`config.mk`:
```
export PLATFORM = sky130hd
export DESIGN_NAME = room_scheduler_most_booked_unit_flat
export DESIGN_NICKNAME = d
export VERILOG_FILES = /design/src/design/rsmb_pkg.sv /design/src/design/rsmb_if.sv /design/src/design/rsmb_ctrl.sv /design/src/design/rsmb_dp.sv /design/src/design/room_scheduler_most_booked_unit.sv /design/src/flat_wrapper.sv
export SDC_FILE = /design/constraint.sdc
export NUM_CORES = 2
export LEC_CHECK = 0
export ABC_CLOCK_PERIOD_IN_PS = 7350
export BUFFER_PORTS_ARGS = -buffer_cell sky130_fd_sc_hd__buf_2
export CAP_MARGIN = 20
export CORE_MARGIN = 3
export CORE_UTILIZATION = 52
export DETAILED_ROUTE_END_ITERATION = 6
export PLACE_DENSITY = 0.68
export SKIP_LAST_GASP = 1
export SYNTH_ARGS = -nofsm -noshare
export SYNTH_HDL_FRONTEND = slang
export SYNTH_SLANG_ARGS = --single-unit
```
`constraint.sdc`:
```
create_clock -name clk -period 7.35 [get_ports clk]
set_input_delay 0.3675 -clock clk [delete_from_list [all_inputs] [get_ports clk]]
set_output_delay 0.3675 -clock clk [all_outputs]
set_load 0.01 [all_outputs]
```
`src/design/rsmb_pkg.sv`:
```
// Package for the meeting room scheduler: field widths, saturation limits and the
// command and status groups between the controller and the datapath.
// Depends on nothing; every other design file uses it.
package rsmb_pkg;

    localparam int TIME_W          = 32;
    localparam int END_W           = 40;
    localparam int CNT_W           = 32;
    localparam int ROOM_W          = 4;
    localparam int ROOM_COUNT_W    = 5;
    localparam int MAX_ROOMS_DFLT  = 16;

    localparam logic [ROOM_COUNT_W-1:0] ROOM_COUNT_RESET = 5'd16;
    localparam logic [END_W-1:0]        END_MAX          = {END_W{1'b1}};
    localparam logic [CNT_W-1:0]        CNT_MAX          = {CNT_W{1'b1}};

    // Commands from the controller to the datapath.
    typedef struct packed {
        logic load;    // latch a request and restart the room scan
        logic issue;   // read the next room entry
        logic update;  // write back the chosen room and maybe the result
    } rsmb_cmd_t;

    // Status from the datapath to the controller.
    typedef struct packed {
        logic scan_done; // the room being read is the last one in use
        logic out_full;  // the result register still holds an untaken result
        logic last;      // the held request closes the job
    } rsmb_status_t;

endpackage

```
`src/design/rsmb_if.sv`:
```
// Valid/ready channel interfaces for meeting requests and for results.
// Depends on rsmb_pkg for the field widths.
interface rsmb_req_if;
    logic                         valid;
    logic                         ready;
    logic [rsmb_pkg::TIME_W-1:0]  start_time;
    logic [rsmb_pkg::TIME_W-1:0]  end_time;
    logic                         last;

    modport source (output valid, output start_time, output end_time, output last,
                    input ready);
    modport sink   (input valid, input start_time, input end_time, input last,
                    output ready);
endinterface

interface rsmb_res_if;
    logic                         valid;
    logic                         ready;
    logic [rsmb_pkg::ROOM_W-1:0]  most_booked_room;

    modport source (output valid, output most_booked_room, input ready);
    modport sink   (input valid, input most_booked_room, output ready);
endinterface

```
`src/design/rsmb_ctrl.sv`:
```
// Sequencing controller for the room scheduler: accept, scan, drain, update.
// Depends on rsmb_pkg for the command and status groups.
module rsmb_ctrl (
    input  logic                  clk,
    input  logic                  rst_n,
    input  logic                  in_valid,
    output logic                  in_ready,
    input  rsmb_pkg::rsmb_status_t status,
    output rsmb_pkg::rsmb_cmd_t   cmd
);
    import rsmb_pkg::*;

    typedef enum logic [1:0] {
        IDLE,
        SCAN,
        DRAIN,
        UPDATE
    } state_t;

    state_t state_reg;
    state_t state_next;
    logic   in_ready_reg;
    logic   in_ready_next;
    logic   accept;

    assign accept   = in_valid && in_ready_reg;
    assign in_ready = in_ready_reg;

    always_comb
    begin
        state_next = state_reg;
        cmd        = '0;
        case (state_reg)
            IDLE:
            begin
                if (accept)
                begin
                    cmd.load   = 1'b1;
                    state_next = SCAN;
                end
            end
            SCAN:
            begin
                cmd.issue = 1'b1;
                if (status.scan_done)
                begin
                    state_next = DRAIN;
                end
            end
            DRAIN:
            begin
                state_next = UPDATE;
            end
            UPDATE:
            begin
                // A closing request waits until the previous result is taken.
                if (!(status.last && status.out_full))
                begin
                    cmd.update = 1'b1;
                    state_next = IDLE;
                end
            end
            default:
            begin
                state_next = IDLE;
            end
        endcase
        in_ready_next = (state_next == IDLE);
    end

    always_ff @(posedge clk or negedge rst_n)
    begin
        if (!rst_n)
        begin
            state_reg    <= IDLE;
            in_ready_reg <= 1'b1;
        end
        else
        begin
            state_reg    <= state_next;
            in_ready_reg <= in_ready_next;
        end
    end

    // Only one request is in work at a time.
    a_one_item: assert property (@(posedge clk) disable iff (!rst_n)
        accept |=> !in_ready_reg)
        else $error("request accepted while another is in work");

    // A write-back is always followed by readiness for the next request.
    a_ready_after_update: assert property (@(posedge clk) disable iff (!rst_n)
        cmd.update |=> in_ready_reg)
        else $error("not ready after write-back");

    // A request is only latched while the block is offering readiness.
    a_load_when_ready: assert property (@(posedge clk) disable iff (!rst_n)
        cmd.load |-> in_ready_reg)
        else $error("request latched while busy");

endmodule

```
`src/design/rsmb_dp.sv`:
```
// Datapath of the room scheduler: room end and booking memories, the scan
// accumulators, the write-back arithmetic and the result register.
// Depends on rsmb_pkg for widths, limits and the command and status groups.
module rsmb_dp #(
    parameter int MAX_ROOMS = rsmb_pkg::MAX_ROOMS_DFLT
) (
    input  logic                              clk,
    input  logic                              rst_n,
    input  logic                              cfg_we,
    input  logic [rsmb_pkg::ROOM_COUNT_W-1:0] cfg_wdata,
    input  logic [rsmb_pkg::TIME_W-1:0]       start_time,
    input  logic [rsmb_pkg::TIME_W-1:0]       end_time,
    input  logic                              last,
    input  rsmb_pkg::rsmb_cmd_t               cmd,
    output rsmb_pkg::rsmb_status_t            status,
    output logic                              out_valid,
    input  logic                              out_ready,
    output logic [rsmb_pkg::ROOM_W-1:0]       most_booked_room
);
    import rsmb_pkg::*;

    localparam int IDX_W = (MAX_ROOMS > 1) ? $clog2(MAX_ROOMS) : 1;
    localparam logic [7:0] MAX_ROOMS_8 = 8'(MAX_ROOMS);

    // Configuration and request holding registers.
    logic [ROOM_COUNT_W-1:0] room_count_reg;
    logic [TIME_W-1:0]       start_reg;
    logic [TIME_W-1:0]       end_reg;
    logic                    last_reg;
    logic [IDX_W-1:0]        n_last_reg;
    logic [IDX_W-1:0]        n_last_next;

    // Scan address and read pipeline.
    logic [IDX_W-1:0]        scan_idx_reg;
    logic [IDX_W-1:0]        rd_idx_reg;
    logic                    rd_vld_reg;
    logic [END_W-1:0]        end_rd_reg;
    logic [CNT_W-1:0]        cnt_rd_reg;
    logic                    entry_vld_rd_reg;

    // Storage; an entry whose valid bit is clear reads as zero.
    logic [END_W-1:0]        end_mem [MAX_ROOMS];
    logic [CNT_W-1:0]        cnt_mem [MAX_ROOMS];
    logic [MAX_ROOMS-1:0]    entry_vld_reg;

    // Scan accumulators.
    logic                    found_reg;
    logic [IDX_W-1:0]        free_idx_reg;
    logic [CNT_W-1:0]        free_cnt_reg;
    logic [END_W-1:0]        min_end_reg;
    logic [IDX_W-1:0]        min_idx_reg;
    logic [CNT_W-1:0]        min_cnt_reg;
    logic [CNT_W-1:0]        best_cnt_reg;
    logic [IDX_W-1:0]        best_idx_reg;

    // Result register.
    logic                    out_valid_reg;
    logic [ROOM_W-1:0]       out_room_reg;

    // Combinational values.
    logic [7:0]              rc_8;
    logic [7:0]              n_use_8;
    logic [7:0]              n_use_m1_8;
    logic [END_W-1:0]        e_eff;
    logic [CNT_W-1:0]        c_eff;
    logic                    first_rd;
    logic [END_W-1:0]        start_ext;
    logic [IDX_W-1:0]        pick;
    logic [CNT_W-1:0]        old_cnt;
    logic [CNT_W-1:0]        new_cnt;
    logic [TIME_W-1:0]       dur;
    logic [END_W:0]          delay_sum;
    logic [END_W-1:0]        new_end;
    logic [IDX_W-1:0]        res_idx;

    // Rooms in use: zero counts as one, anything above the array size saturates.
    always_comb
    begin
        rc_8 = {3'b000, room_count_reg};
        if (rc_8 == 8'd0)
        begin
            n_use_8 = 8'd1;
        end
        else if (rc_8 > MAX_ROOMS_8)
        begin
            n_use_8 = MAX_ROOMS_8;
        end
        else
        begin
            n_use_8 = rc_8;
        end
        n_use_m1_8  = n_use_8 - 8'd1;
        n_last_next = n_use_m1_8[IDX_W-1:0];
    end

    assign e_eff     = entry_vld_rd_reg ? end_rd_reg : '0;
    assign c_eff     = entry_vld_rd_reg ? cnt_rd_reg : '0;
    assign first_rd  = (rd_idx_reg == '0);
    assign start_ext = {{(END_W-TIME_W){1'b0}}, start_reg};

    // Write-back: a free room ends at the request's end, otherwise the earliest
    // ending room is pushed back by the meeting's length, saturating.
    always_comb
    begin
        pick      = found_reg ? free_idx_reg : min_idx_reg;
        old_cnt   = found_reg ? free_cnt_reg : min_cnt_reg;
        new_cnt   = (old_cnt == CNT_MAX) ? old_cnt : old_cnt + 1'b1;
        dur       = (end_reg > start_reg) ? end_reg - start_reg : '0;
        delay_sum = {1'b0, min_end_reg} + {{(END_W+1-TIME_W){1'b0}}, dur};
        if (found_reg)
        begin
            new_end = {{(END_W-TIME_W){1'b0}}, end_reg};
        end
        else if (delay_sum[END_W])
        begin
            new_end = END_MAX;
        end
        else
        begin
            new_end = delay_sum[END_W-1:0];
        end
        // Only the picked room's count changed, so compare it with the old leader.
        if ((new_cnt > best_cnt_reg) || ((new_cnt == best_cnt_reg) && (pick < best_idx_reg)))
        begin
            res_idx = pick;
        end
        else
        begin
            res_idx = best_idx_reg;
        end
    end

    // Memories: read at the scan address, written at write-back.
    always_ff @(posedge clk)
    begin
        end_rd_reg <= end_mem[scan_idx_reg];
        cnt_rd_reg <= cnt_mem[scan_idx_reg];
        if (cmd.update)
        begin
            end_mem[pick] <= new_end;
            cnt_mem[pick] <= new_cnt;
        end
    end

    // Payload registers.
    always_ff @(posedge clk)
    begin
        if (cmd.load)
        begin
            start_reg  <= start_time;
            end_reg    <= end_time;
            n_last_reg <= n_last_next;
        end
        entry_vld_rd_reg <= entry_vld_reg[scan_idx_reg];
        rd_idx_reg       <= scan_idx_reg;
        if (rd_vld_reg)
        begin
            if (first_rd || (!found_reg && (e_eff <= start_ext)))
            begin
                free_idx_reg <= rd_idx_reg;
                free_cnt_reg <= c_eff;
            end
            if (first_rd || (e_eff < min_end_reg))
            begin
                min_end_reg <= e_eff;
                min_idx_reg <= rd_idx_reg;
                min_cnt_reg <= c_eff;
            end
            if (first_rd || (c_eff > best_cnt_reg))
            begin
                best_cnt_reg <= c_eff;
                best_idx_reg <= rd_idx_reg;
            end
        end
        if (cmd.update && last_reg)
        begin
            out_room_reg <= ROOM_W'(res_idx);
        end
    end

    // Control registers.
    always_ff @(posedge clk or negedge rst_n)
    begin
        if (!rst_n)
        begin
            room_count_reg <= ROOM_COUNT_RESET;
            last_reg       <= 1'b0;
            scan_idx_reg   <= '0;
            rd_vld_reg     <= 1'b0;
            found_reg      <= 1'b0;
            entry_vld_reg  <= '0;
            out_valid_reg  <= 1'b0;
        end
        else
        begin
            if (cfg_we)
            begin
                room_count_reg <= cfg_wdata;
            end
            if (cmd.load)
            begin
                last_reg     <= last;
                scan_idx_reg <= '0;
            end
            else if (cmd.issue && (scan_idx_reg != n_last_reg))
            begin
                scan_idx_reg <= scan_idx_reg + 1'b1;
            end
            rd_vld_reg <= cmd.issue;
            if (rd_vld_reg)
            begin
                found_reg <= (first_rd ? 1'b0 : found_reg) || (e_eff <= start_ext);
            end
            if (cmd.update)
            begin
                if (last_reg)
                begin
                    // Closing request: every room entry is marked invalid and reads as zero again.
                    entry_vld_reg <= '0;
                end
                else
                begin
                    entry_vld_reg[pick] <= 1'b1;
                end
            end
            if (cmd.update && last_reg)
            begin
                out_valid_reg <= 1'b1;
            end
            else if (out_ready)
            begin
                out_valid_reg <= 1'b0;
            end
        end
    end

    assign status.scan_done  = (scan_idx_reg == n_last_reg);
    assign status.out_full   = out_valid_reg;
    assign status.last       = last_reg;
    assign out_valid         = out_valid_reg;
    assign most_booked_room  = out_room_reg;

    // A result is never written over one that has not been taken.
    a_no_overwrite: assert property (@(posedge clk) disable iff (!rst_n)
        (cmd.update && last_reg) |-> !out_valid_reg)
        else $error("result register overwritten");

    // Closing a job leaves every room entry reading as zero.
    a_cleared: assert property (@(posedge clk) disable iff (!rst_n)
        (cmd.update && last_reg) |=> (entry_vld_reg == '0))
        else $error("job state not cleared");

    // The scan never reads beyond the rooms in use.
    a_scan_range: assert property (@(posedge clk) disable iff (!rst_n)
        rd_vld_reg |-> (rd_idx_reg <= n_last_reg))
        else $error("room scan out of range");

endmodule

```
`src/design/room_scheduler_most_booked_unit.sv`:
```
// Top level of the meeting room scheduler that reports the most booked room.
// Depends on rsmb_pkg, rsmb_if, rsmb_ctrl and rsmb_dp.
//
//  Channel  Direction  Carries                              Transfer when
//  req      in         start_time, end_time, last           req.valid && req.ready
//  res      out        most_booked_room                     res.valid && res.ready
//  cfg      in         cfg_wdata (room_count, 5 bits)       cfg_we
//
// Each accepted request scans the N rooms in use, one room entry a cycle, from
// the end time and booking memories; a drain step then empties the read register,
// and a write-back step writes the chosen room back before the block is ready
// again. Reset empties every room at once by clearing the per-room valid bits;
// no clearing pass is needed. A closing request whose result would meet an
// untaken result holds in its write-back state until the result register is
// free; ordinary requests never stall.
module room_scheduler_most_booked_unit #(
    parameter int MAX_ROOMS = rsmb_pkg::MAX_ROOMS_DFLT
) (
    input  logic                              clk,
    input  logic                              rst_n,
    input  logic                              cfg_we,
    input  logic [rsmb_pkg::ROOM_COUNT_W-1:0] cfg_wdata,
    rsmb_req_if.sink                          req,
    rsmb_res_if.source                        res
);
    import rsmb_pkg::*;

    rsmb_cmd_t    cmd;
    rsmb_status_t status;

    // The controller sequences one request at a time through the scan.
    rsmb_ctrl u_ctrl (
        .clk      (clk),
        .rst_n    (rst_n),
        .in_valid (req.valid),
        .in_ready (req.ready),
        .status   (status),
        .cmd      (cmd)
    );

    // The datapath holds the rooms, the running choices and the result register,
    // which parts the result side from the request side.
    rsmb_dp #(
        .MAX_ROOMS (MAX_ROOMS)
    ) u_dp (
        .clk              (clk),
        .rst_n            (rst_n),
        .cfg_we           (cfg_we),
        .cfg_wdata        (cfg_wdata),
        .start_time       (req.start_time),
        .end_time         (req.end_time),
        .last             (req.last),
        .cmd              (cmd),
        .status           (status),
        .out_valid        (res.valid),
        .out_ready        (res.ready),
        .most_booked_room (res.most_booked_room)
    );

endmodule

```
`src/flat_wrapper.sv`:
```
// flat-port wrapper written by rule: the top's interface ports become plain ports
module room_scheduler_most_booked_unit_flat import rsmb_pkg::*;
#(
    parameter int MAX_ROOMS = rsmb_pkg::MAX_ROOMS_DFLT
)
  (clk, rst_n, cfg_we, cfg_wdata, req_valid, req_start_time, req_end_time, req_last, req_ready, res_valid, res_most_booked_room, res_ready);
  rsmb_req_if req_i ();
  rsmb_res_if res_i ();
  input  logic clk;
  input  logic rst_n;
  input  logic cfg_we;
  input  logic [rsmb_pkg::ROOM_COUNT_W-1:0] cfg_wdata;
  input wire logic [$bits(req_i.valid)-1:0] req_valid;
  input wire logic [$bits(req_i.start_time)-1:0] req_start_time;
  input wire logic [$bits(req_i.end_time)-1:0] req_end_time;
  input wire logic [$bits(req_i.last)-1:0] req_last;
  output wire logic [$bits(req_i.ready)-1:0] req_ready;
  output wire logic [$bits(res_i.valid)-1:0] res_valid;
  output wire logic [$bits(res_i.most_booked_room)-1:0] res_most_booked_room;
  input wire logic [$bits(res_i.ready)-1:0] res_ready;
  assign req_i.valid = req_valid;
  assign req_i.start_time = req_start_time;
  assign req_i.end_time = req_end_time;
  assign req_i.last = req_last;
  assign req_ready = req_i.ready;
  assign res_valid = res_i.valid;
  assign res_most_booked_room = res_i.most_booked_room;
  assign res_i.ready = res_ready;
  room_scheduler_most_booked_unit #(.MAX_ROOMS(MAX_ROOMS)) u_core (.clk(clk), .rst_n(rst_n), .cfg_we(cfg_we), .cfg_wdata(cfg_wdata), .req(req_i), .res(res_i));
endmodule
```
# After elaboration in Yosys (flattened, before gate mapping)

Memories as Yosys holds them, arrays and structs flattened. A register that Yosys moved wholly into a read port is not among the register bits.
Cells that the tools add are included.

$add $sub $neg: 5
Order comparisons: 10
Muxes and demuxes: 32
Reduce and logical (&&, ||, !) cells: 22
Equality and inequality tests: 7
Bitwise logic cells: 1

Operators with widths:

| cell                    | number |
|---|---|
| $mux W32                | 4 |
| $mux W40                | 3 |
| $gt A32 B32 Y1          | 3 |
| $add A40 B32 Y41        | 1 |
| $le A40 B32 Y1          | 1 |
| $lt A40 B40 Y1          | 1 |
| $add A32 B1 Y32 const B | 1 |
| $eq A32 B32 Y1          | 1 |
| $eq A32 B32 Y1 const B  | 1 |
| $sub A32 B32 Y32        | 1 |
| $mux W4                 | 6 |
| $mux W16                | 1 |
| $or A16 B16 Y16         | 1 |
| $mux W1                 | 12 |
| $lt A4 B5 Y1 const B    | 2 |
| $pmux W2 S4             | 1 |
| $logic_and A1 B1 Y1     | 7 |
| $mux W2                 | 3 |
| $reduce_and A2 Y1       | 3 |
| $gt A5 B5 Y1 const B    | 1 |
| $logic_not A5 Y1        | 1 |
| $logic_or A1 B1 Y1      | 5 |
| $add A4 B1 Y4 const B   | 1 |
| $bmux W1 S4             | 1 |
| 12 further kinds        | 15 |

Register bits after elaboration: 257
Output and inout port bits: 6
Memory bits (writable): 1152
Memories kept: 2

Memory list:

| name                | words | bits a word | read ports | clocked after Yosys merged registers in | wr ports | RTL line      | source |
|---|---|---|---|---|---|---|---|
| u_core.u_dp.end_mem | 16    | 40          | 1          | 1                                       | 1        | rsmb_dp.sv:42 | `logic [END_W-1:0] end_mem [MAX_ROOMS];` |
| u_core.u_dp.cnt_mem | 16    | 32          | 1          | 1                                       | 1        | rsmb_dp.sv:43 | `logic [CNT_W-1:0] cnt_mem [MAX_ROOMS];` |

# Depth between registers and ports, before layout

Depth after elaboration: 7
Depth in mapped cells: 25
Depth with buffers taken out: 22

# By module

Synthesis repeated with hierarchy kept, for this count alone.

Cell total of the unflattened synthesis: 3397
Area, all modules: 62065.8 um^2

By module, submodules not included:

| module    | cells each | seq. area each (um^2) | times used | area each (um^2) |
|---|---|---|---|---|
| rsmb_dp   | 3382       | 43467.9               | 1          | 61915.6 |
| rsmb_ctrl | 15         | 76.3                  | 1          | 150.1 |

# Worst setup path before layout

No wires, ideal clock.

Kind: flip-flop to flip-flop
Start point: register u_core.u_dp.entry_vld_rd_reg
End point: register u_core.u_dp.min_cnt_reg[0] (enable)
Library setup time: 0.536 ns
Required time: 6.814 ns
Arrival: 5.828 ns
Path slack: 0.987 ns
Stages on the path, launching flop included: 13
Cells stage by stage: dfxtp_1 -> clkbuf_1 -> clkbuf_1 -> and2_1 -> ha_1 -> a21o_1 -> a21o_1 -> a21o_1 -> a21o_1 -> a21oi_1 -> o21a_1 -> o21ai_0 -> a21oi_1

Cells in the longest elaborated chain, start to end: 4

RTL lines:

| what                               | RTL line       | source |
|---|---|---|
| from (decl)                        | rsmb_dp.sv:39  | `logic entry_vld_rd_reg;` |
| from (signal assigned)             | rsmb_dp.sv:154 | `entry_vld_rd_reg <= entry_vld_reg[scan_idx_reg];` |
| $mux W40                           | rsmb_dp.sv:96  | `assign e_eff = entry_vld_rd_reg ? end_rd_reg : '0;` |
| net u_core.u_dp.e_eff[25]          | rsmb_dp.sv:64  | `logic [END_W-1:0] e_eff;` |
| $lt A40 B40 Y1                     | rsmb_dp.sv:163 | `if (first_rd \|\| (e_eff < min_end_reg))` |
| $logic_or A1 B1 Y1                 | rsmb_dp.sv:163 |  |
| $reduce_and A2 Y1 (no source line) | -              |  |
| to (signal assigned)               | rsmb_dp.sv:167 | `min_cnt_reg <= c_eff;` |
| to (decl)                          | rsmb_dp.sv:52  | `logic [CNT_W-1:0] min_cnt_reg;` |

The timed path passes the listed nets, and every way through them passes these cells.
A chain may end at the register's enable or synchronous reset.

# Final worst setup path

Start point: register u_core.u_dp.end_reg[0]
End point: memory u_core.u_dp.end_mem[0][21], data pin

Cells in the longest elaborated chain, start to end: 5
Elaborated cells on any way between the ends: 6
Classes of those cells: add/sub (2); order compare (1); mux (3)

RTL lines:

| what                                                      | RTL line       | source |
|---|---|---|
| from (decl)                                               | rsmb_dp.sv:28  | `logic [TIME_W-1:0] end_reg;` |
| from (signal assigned)                                    | rsmb_dp.sv:151 | `end_reg <= end_time;` |
| $sub A32 B32 Y32 / $gt A32 B32 Y1 (equally long branches) | rsmb_dp.sv:108 | `dur = (end_reg > start_reg) ? end_reg - start_reg : '0;` |
| $mux W32 *                                                | rsmb_dp.sv:108 |  |
| $add A40 B32 Y41 *                                        | rsmb_dp.sv:109 | `delay_sum = {1'b0, min_end_reg} + {{(END_W+1-TIME_W){1'b0}}, dur};` |
| $mux W40 *                                                | rsmb_dp.sv:114 | `else if (delay_sum[END_W])` |
| $mux W40 *                                                | rsmb_dp.sv:110 | `if (found_reg)` |
| net u_core.u_dp.new_end[21]                               | rsmb_dp.sv:73  | `logic [END_W-1:0] new_end;` |
| to (decl)                                                 | rsmb_dp.sv:42  |  |

Mark *: on every way through the listed nets, which the timed path passes. The rest lies on a longest branch.

==> flow_summary_export.csv <==
group,metric,value,unit
outcome,status,"finished, final reports clean",
worst_setup_path,ff2ff_path_depth,24,
pwr,ir_drop,0.000374,V
worst_setup_path,worstSetupEndpointType,"register",
synthesis,synth-seq-cells,1481,
final_layout,diodes,0,
clocking,clock_latency,0.74,ns
timing,finalClockSkew,0.0203,ns
routing,wl_per_cell,26.9,µm
timing,fin_crit,6.78,ns
synthesis,async_reset_ff_share,2.16,%
routing,drt_iter0_markers,3590,
worst_setup_path,critPathLaunch,"u_core.u_dp.end_reg[0]$_DFFE_PP_",
timing,rsz0062_at_grt,"no",
worst_setup_path,crit_fanout,16,
worst_setup_path,endpoint,"u_core.u_dp.end_mem[0][21]$_DFFE_PP_",
worst_setup_path,max_stage_delay,0.65,ns
worst_setup_path,startpoint_type,"register",
synthesis,synthAdderAreaFrac,4.18,%
timing,tightest_slew,1.11,ns
floorplanning,start_util,52.6,%
synthesis,synth-compound-area-share,4.73,%
clocking,clk_pin_slew_worst_paths,0.06,ns
routing,vias,33100,
synthesis,synth_top_family_by_area,"multiplexers",
synthesis,syn_inst,3412,
grt,antenna_found_initial,3,
routing,post_drt_via_cell_ratio,6.10,
timing,finalSetupTns,0,ns
synthesis,synth-xor-area-share,1.15,%
synthesis,synth_edf_count,1372,
timing,finalMaxSlewViolations,0,
worst_setup_path,reg2reg_to,"u_core.u_dp.end_mem[0][21]$_DFFE_PP_",
routing,drt_first_pass_iters,6,
clocking,cts_tree,"built",
worst_hold_path,min-delay-path-class,"in -> async",
synthesis,synth_area_leaders,"edfxtp_1 (66%), mux4_2 (13%), ha_1 (4.1%)",
worst_setup_path,crit_type,"reg -> reg",
grt,first_global_vias,33700,
timing,fmax,0.148,GHz
timing,setup_viol,0,
floorplanning,die_area,124000,µm²
timing,period_share,92.2,%
floorplanning,top_level_ports,81,
synthesis,postSynthAreaPerCell,18.3,µm²
pwr,leakagePower,24.8,nW
place,port_buffers,80,
pwr,finalPower,26.7,mW
floorplanning,coreArea,118000,µm²
worst_setup_path,crit_chain,"inv_1, ha_1, inv_1, fa_1, a21o_1, a221o_1, a2111oi_4, nor3_1, a211oi_1, nor2_1, nand2_1, nor2_1, ha_1, fa_1, a211oi_1, nor2_1, a41oi_1, o21ai_1, a21boi_1, buf_4, a211oi_2, nor2_2, a2bb2oi_1, buf_4",
grt,grt_max_degree,151,
routing,drtAntennaViolNets,0,
grt,gr-total-overflow,0,
floorplanning,die_w,352,µm
synthesis,yosysWarningCount,0,
timing,relSlewSlack,25.9,%
routing,wirelength,146,mm
final_layout,reg_top3,"u_core.u_dp.end_mem x640, u_core.u_dp.cnt_mem x512",
final_layout,n_fill_cell,8452,
grt,grt_usage,23.7,%
synthesis,netlist_area,62300,µm²
floorplanning,core.rowCount,126,
synthesis,syn_nets,3694,
final_layout,drive_above_1_share,22.1,%
place,place.gp.congestion,0.928,
clocking,h-tree-depth,4,
timing,hold_violations,0,
clocking,clk_path_buf_depth,3,
final_layout,regMostFlops,"u_core.u_dp.end_mem",
routing,remaining_drc_errors,0,
synthesis,yosysSeqAreaShare,69.9,%
synthesis,synth_top_area_share,66.1,%
worst_setup_path,crit_arrival,7.25,ns
final_layout,fin_nets,3989,
final_layout,area_delta_synth_final,14.2,%
worst_setup_path,worstPathRequired,7.82,ns
worst_setup_path,rrSetupSlack,0.57,ns
synthesis,synth-simple-area-share,4.44,%
synthesis,synth_mux_area_share,13.9,%
worst_setup_path,cpMostUsedCell,"nor2_1",
place,hpwl,83.4,mm
synthesis,ys.flop_type,"edfxtp_1",
job,max_cap_violations,0,
synthesis,synth_area_leader_cell,"edfxtp_1",
clocking,cts-buffers-inserted,147,
worst_setup_path,crit_slowest_cell,"nor2_2",
synthesis,synth.distinct_cells,86,
clocking,cts-root-buf,"clkbuf_16",
floorplanning,die_h,352,µm
pwr,p_per_area,376,nW/µm²
grt,grt_pass1_wl,220,mm
final_layout,largest_register_ffs,640,
clocking,numClockSinks,1481,
worst_setup_path,r2r_start,"u_core.u_dp.end_reg[0]$_DFFE_PP_",
==> kinds of logic (layout without fill, tap and decap cells) <==
family	after synthesis	after routing
AOI/OAI and AO/OA	437	437
xor gates and xnor gates	82	82
adders and majority gates	207	207
buffers and inverters	265	685
DFF	1481	1481
muxes	405	405
and+or+nand+nor	535	535
==> stage by stage <==
step | worst slack, ns | hold WS [ns] | cell area, µm² | utilization (%) | std cells
floorplan | 0.987 | 0.0719 | 62300 | - | 3412
global placement | 0.537 | 0.467 | 65200 | 55.1 | 5054
detailed placement | 0.405 | 0.471 | 65300 | 55.1 | 5060
CTS | 0.392 | 0.229 | 71000 | 59.9 | 5412
global route | 0.0858 | 0.302 | 71100 | 60.1 | 5432
finish | 0.572 | 0.256 | 71100 | 60.1 | 5432
==> repair_timing <==
action                                  CTS  global route
hold endpoints to repair                102             0
endpoints found under the setup margin    0            32
gates resized for setup                   0             2
hold buffers                             78             0
buffers inserted                          0             0
==> worst min-delay path by stage <==
stage / to / from / slack, ns
after global routing: u_core.u_dp.scan_idx_reg[3]$_DFFE_PN0P_ / rst_n / 0.30
after floorplan: u_core.u_ctrl.state_reg[0]$_DFF_PN0_ / rst_n / 0.07
final: u_core.u_dp.out_valid$_DFFE_PN0P_ / rst_n / 0.26
after detailed placement: u_core.u_dp.free_idx_reg[0]$_DFFE_PP_ / u_core.u_dp.rd_idx_reg[0]$_DFF_P_ / 0.47
after global placement: u_core.u_dp.min_idx_reg[0]$_DFFE_PP_ / u_core.u_dp.rd_idx_reg[0]$_DFF_P_ / 0.47
after CTS: u_core.u_dp.scan_idx_reg[3]$_DFFE_PN0P_ / rst_n / 0.23
==> routing by layer <==
metal / vias to the layer above / wire [µm] / track usage [%]
met5: - / 0 / 0
met3: 207 / 10300 / 3.67
li1: 14400 / - / -
met2: 1237 / 70000 / 38.1
met4: 0 / 3350 / 6.24
met1: 17300 / 62300 / 34.5
==> critical path, delay by kind of cell, from the launching register on <==
family          cells  cell delay (ns)
compound gates     10             2.76
fa+ha+maj           4             1.26
flops               1             0.36
simple gates        6             1.53
buf+inv             4             0.56
==> synthesized netlist by cell type (all sizes together), types with 30 or more instances <==
master  number
a21o        96
buf         38
dfxtp       77
nand4       42
and2        81
nor2       157
mux4       365
a21oi      116
ha         205
xor2        38
clkbuf      91
edfxtp    1372
xnor2       44
dfrtp       30
inv        135
nand3       38
o21ai       64
nand2       84
==> area by class of cell <==
class	count	area [µm²]	area share, %
Clock buffer	212	4210	5.92
Sequential cell	1481	43600	61.2
Timing Repair Buffer	275	2280	3.21
Inverter	136	510	0.718
Multi-Input combinational cell	1666	17800	25.1
Clock inverter	62	703	0.989
Tap cell	1600	2000	2.81
==> where the power goes <==
| group | switching, mW | internal (mW) |
|---|---|---|
| combinational | 4.10 | 3.41 |
| sequential | 0.710 | 11.0 |
| clock | 3.11 | 4.43 |
==> placed cells by master, fill, tap and decap left out, types with 41 or more instances in the layout <==
master / instances
and2_1: 81
buf_2: 80
nor2_1: 139
dfxtp_1: 76
a21oi_1: 113
inv_1: 134
dlygate4sd3_1: 78
clkbuf_1: 45
xnor2_1: 44
o21ai_0: 59
nand4_1: 41
nand2_1: 84
ha_1: 205
clkbuf_16: 155
a21o_1: 95
buf_4: 95
edfxtp_1: 1372
mux4_2: 365
No activity file was read; power rests on OpenSTA's default activity.
